==> src/hw/rtl/rrace_slot_mem.sv <==
// Slot rectangle memory: one write port, one registered read port.
module rrace_slot_mem #(
  parameter int unsigned DEPTH = 32,
  parameter int unsigned WIDTH = 64
) (
  input  logic                     clk_i,
  input  logic                     we_i,
  input  logic [$clog2(DEPTH)-1:0] waddr_i,
  input  logic [WIDTH-1:0]         wdata_i,
  input  logic [$clog2(DEPTH)-1:0] raddr_i,
  output logic [WIDTH-1:0]         rdata_o
);

  logic [WIDTH-1:0] mem_q [DEPTH];

  // write port
  always_ff @(posedge clk_i) begin
    if (we_i) begin
      mem_q[waddr_i] <= wdata_i;
    end
  end

  // registered read port
  always_ff @(posedge clk_i) begin
    rdata_o <= mem_q[raddr_i];
  end

endmodule

==> config.mk <==
export PLATFORM = sky130hd
export DESIGN_NAME = rrace_slot_mem
export DESIGN_NICKNAME = d
export VERILOG_FILES = /design/src/hw/rtl/rrace_slot_mem.sv
export SDC_FILE = /design/constraint.sdc
export NUM_CORES = 2
export LEC_CHECK = 0
export BUFFER_PORTS_ARGS = -buffer_cell sky130_fd_sc_hd__buf_2
export CELL_PAD_IN_SITES_DETAIL_PLACEMENT = 1
export CELL_PAD_IN_SITES_GLOBAL_PLACEMENT = 2
export CORE_MARGIN = 5
export CORE_UTILIZATION = 39
export CTS_BUF_LIST = sky130_fd_sc_hd__clkbuf_16
export DETAILED_ROUTE_END_ITERATION = 8
export PLACE_DENSITY_LB_ADDON = 0.1
export REMOVE_ABC_BUFFERS = 1
export SKIP_LAST_GASP = 1
export SLEW_MARGIN = 20
export SYNTH_ARGS = -nofsm -noshare
export SYNTH_HDL_FRONTEND = slang
export SYNTH_SLANG_ARGS = --single-unit
==> constraint.sdc <==
create_clock -name clk_i -period 6.03 [get_ports clk_i]
set_input_delay 0.603 -clock clk_i [delete_from_list [all_inputs] [get_ports clk_i]]
set_output_delay 0.603 -clock clk_i [all_outputs]
set_load 0.01 [all_outputs]
==> flow_metrics.env <==
export IMPL_outcome="finished, final reports clean"
export IMPL_layout_commonest_cell="edfxtp_1"
export IMPL_synth_top_family_by_area="multiplexers"
export IMPL_antenna_left=0
export IMPL_overflow=0
export IMPL_synth_area_per_cell_sq_um=25.5
export IMPL_design_area_sq_um=90500
export IMPL_post_cts_buffers=0
export IMPL_maxSlewHeadroom=0.262
export IMPL_grt_busiest_layer="met2"
export IMPL_r2r_setup_slack_ps=4200
export IMPL_die_h_um=460
export IMPL_wl_per_cell_um=34.0
export IMPL_drt_iter0_markers=2981
export IMPL_htree_levels=4
export IMPL_crit_fanout=68
export IMPL_clock_latency_ps=850
export IMPL_final_nets=3463
export IMPL_synthMuxAreaShare=0.187
export IMPL_cts_resized_gates=0
export IMPL_cts_buffer_depth=3
export IMPL_gp_congestion=0.703
export IMPL_hold_class="in2reg"
export IMPL_whs_endpoint="mem_q[6][31]$_DFFE_PP_"
export IMPL_utilization=0.448
export IMPL_dr_total_vias=34800
export IMPL_cts_sinks=2112
export IMPL_yosys_register_bits=2112
export IMPL_rsz0062_at_grt="false"
export IMPL_fin_ws_ps=3480
export IMPL_ys_flop_type="edfxtp_1"
export IMPL_cts_clk_slew_worst_paths_ps=70
export IMPL_cts_tree="done"
export IMPL_place_area_sq_um=83700
export IMPL_max_clock_freq_mhz=392
export IMPL_worst_ep_arrival_time_ps=3290
export IMPL_synth_area_sq_um=79000
export IMPL_skew_ps=33.7
export IMPL_coreArea_sq_um=202000
export IMPL_ir_worst_vdd_mv=0.281
export IMPL_ys_seq_area_frac=0.795
export IMPL_cts_made_buffers=218
export IMPL_totalWireLength_um=213000
export IMPL_die_area_sq_um=212000
export IMPL_tightestPinTransition_ps=1110
export IMPL_clockRootBuffer="clkbuf_16"
export IMPL_drv_slew=0
export IMPL_p_total_mw=30.7
export IMPL_firstDrtPassIters=5
export IMPL_rr_endpoint="rdata_o[33]$_DFF_P_"
export IMPL_gr_usage_met2=0.357
export IMPL_cap_violations=0
export IMPL_critPathLaunchType="primary input"
export IMPL_r2r_start="mem_q[21][33]$_DFFE_PP_"
export IMPL_dp_cells=5839
export IMPL_p_leak_nw=28.2
export IMPL_crit_required_ps=6770
export IMPL_synthAdderAreaFrac=0
export IMPL_holdWs_ps=248
export IMPL_syn_to_final_growth_pct=14.7
export IMPL_drc=0
export IMPL_cp_end_kind="register"
export IMPL_finalCritPeriodShare=0.423
export IMPL_synth_edf_count=2048
export IMPL_ys_types=31
export IMPL_final_layout_size_suffix_gt1_frac=0.345
export IMPL_synth_xor_area_share=0
export IMPL_grt_pass1_wl_um=298000
export IMPL_met1_usage=0.265
export IMPL_layout_cells_non_filler=6254
export IMPL_grt_total_usage=0.202
export IMPL_hold_depth=1
export IMPL_synth_compound_area_share=0.00466
export IMPL_hpwl_um=102000
export IMPL_hold_viol_final=0
export IMPL_antenna_found_initial=23
export IMPL_setup_viol=0
export IMPL_synth_async_sr_flop_share=0
export IMPL_vias_per_cell=5.57
export IMPL_grt_max_degree=102
export IMPL_gr_usage_met3=0.0306
export IMPL_row_count=165
export IMPL_grt_pass1_vias=38200
export IMPL_hp_start="wdata_i[31]"
export IMPL_min_period_ps=2550
export IMPL_preCtsSetupSlack_ps=2550
export IMPL_start_util=0.391
export IMPL_finalSetupTns_ps=0
export IMPL_die_w_um=460
export IMPL_synthSimpleGateAreaFrac=0.00379
export IMPL_layout_common_cells="edfxtp_1 (2048), mux4_2 (602), clkbuf_16 (221)"
export IMPL_power_density_nw_per_um2=339
export IMPL_cts_hold_buf=0
export IMPL_yosys_warnings=0
export IMPL_port_buffer_count=139
export IMPL_num_io_pins=140
export IMPL_path_class="in2reg"
export IMPL_reg2reg_depth=3
export IMPL_synthCells=3097
## worst max-delay path by stage
| stage | start | to | slack [ps] | cells after the start |
|---|---|---|---|---|
| final | raddr_i[0] | rdata_o[57]$_DFF_P_ | 3480 | 5 |
| after CTS | raddr_i[0] | rdata_o[57]$_DFF_P_ | 3480 | 5 |
| after global placement | raddr_i[0] | rdata_o[57]$_DFF_P_ | 2540 | 5 |
| after detailed placement | raddr_i[0] | rdata_o[57]$_DFF_P_ | 2550 | 5 |
| after floorplan | waddr_i[1] | mem_q[12][0]$_DFFE_PP_ | 1680 | 2 |
| after global routing | raddr_i[0] | rdata_o[57]$_DFF_P_ | 3360 | 5 |
## layer usage
layer | routed length [um] | vias up
met5 | 9 | -
met4 | 4300 | 2
met3 | 9130 | 286
met2 | 112000 | 865
met1 | 87300 | 19600
li1 | - | 14100
## sequential cells by signal, indices dropped and copies added, names as in the netlist
name     cells
mem_q     2048
rdata_o     64
## power breakdown
group | switching [mW] | leakage (nW) | internal, mW | total [mW]
Combinational | 0.816 | 5.66 | 0.613 | 1.43
Sequential | 0.0850 | 19.0 | 16.3 | 16.4
Clock | 5.59 | 3.56 | 7.26 | 12.9
Total | 6.49 | 28.2 | 24.2 | 30.7
## critical path: stages
cell    delay, ps
buf_8         540
buf_12        490
mux4_2        590
mux4_2        530
mux2_2        280
## final cells by class
class | instances | area (sq um)
well taps | 2672 | 3340
repair buffers | 226 | 1880
clock inverters | 183 | 1290
fillers | 17900 | 111000
inverters | 1 | 3.75
multi-input cells | 828 | 15700
flip-flops and latches | 2112 | 62800
diodes | 11 | 27.5
clock buffers | 221 | 5530
## synth_stat cells (4+ instances only)
cell	count	area, sq um
buf_4	14	105
o21ai_0	9	45.0
edfxtp_1	2048	61500
clkbuf_1	55	206
buf_2	65	325
nor2_1	41	154
o22ai_1	10	62.6
nand3b_1	5	37.5
dfxtp_1	64	1280
nor2b_1	4	25.0
a221oi_1	12	105
mux2i_1	38	380
buf_1	19	71.3
mux2_2	74	833
mux4_2	602	13600
## cells by family (layout without fill, tap and decap cells)
family          after synthesis  after routing
compound gates               50             50
buf+inv                     157            631
flops                      2112           2112
mux                         714            714
other cells                   0             11
simple gates                 64             64
Power figures use the tool's default switching activity.
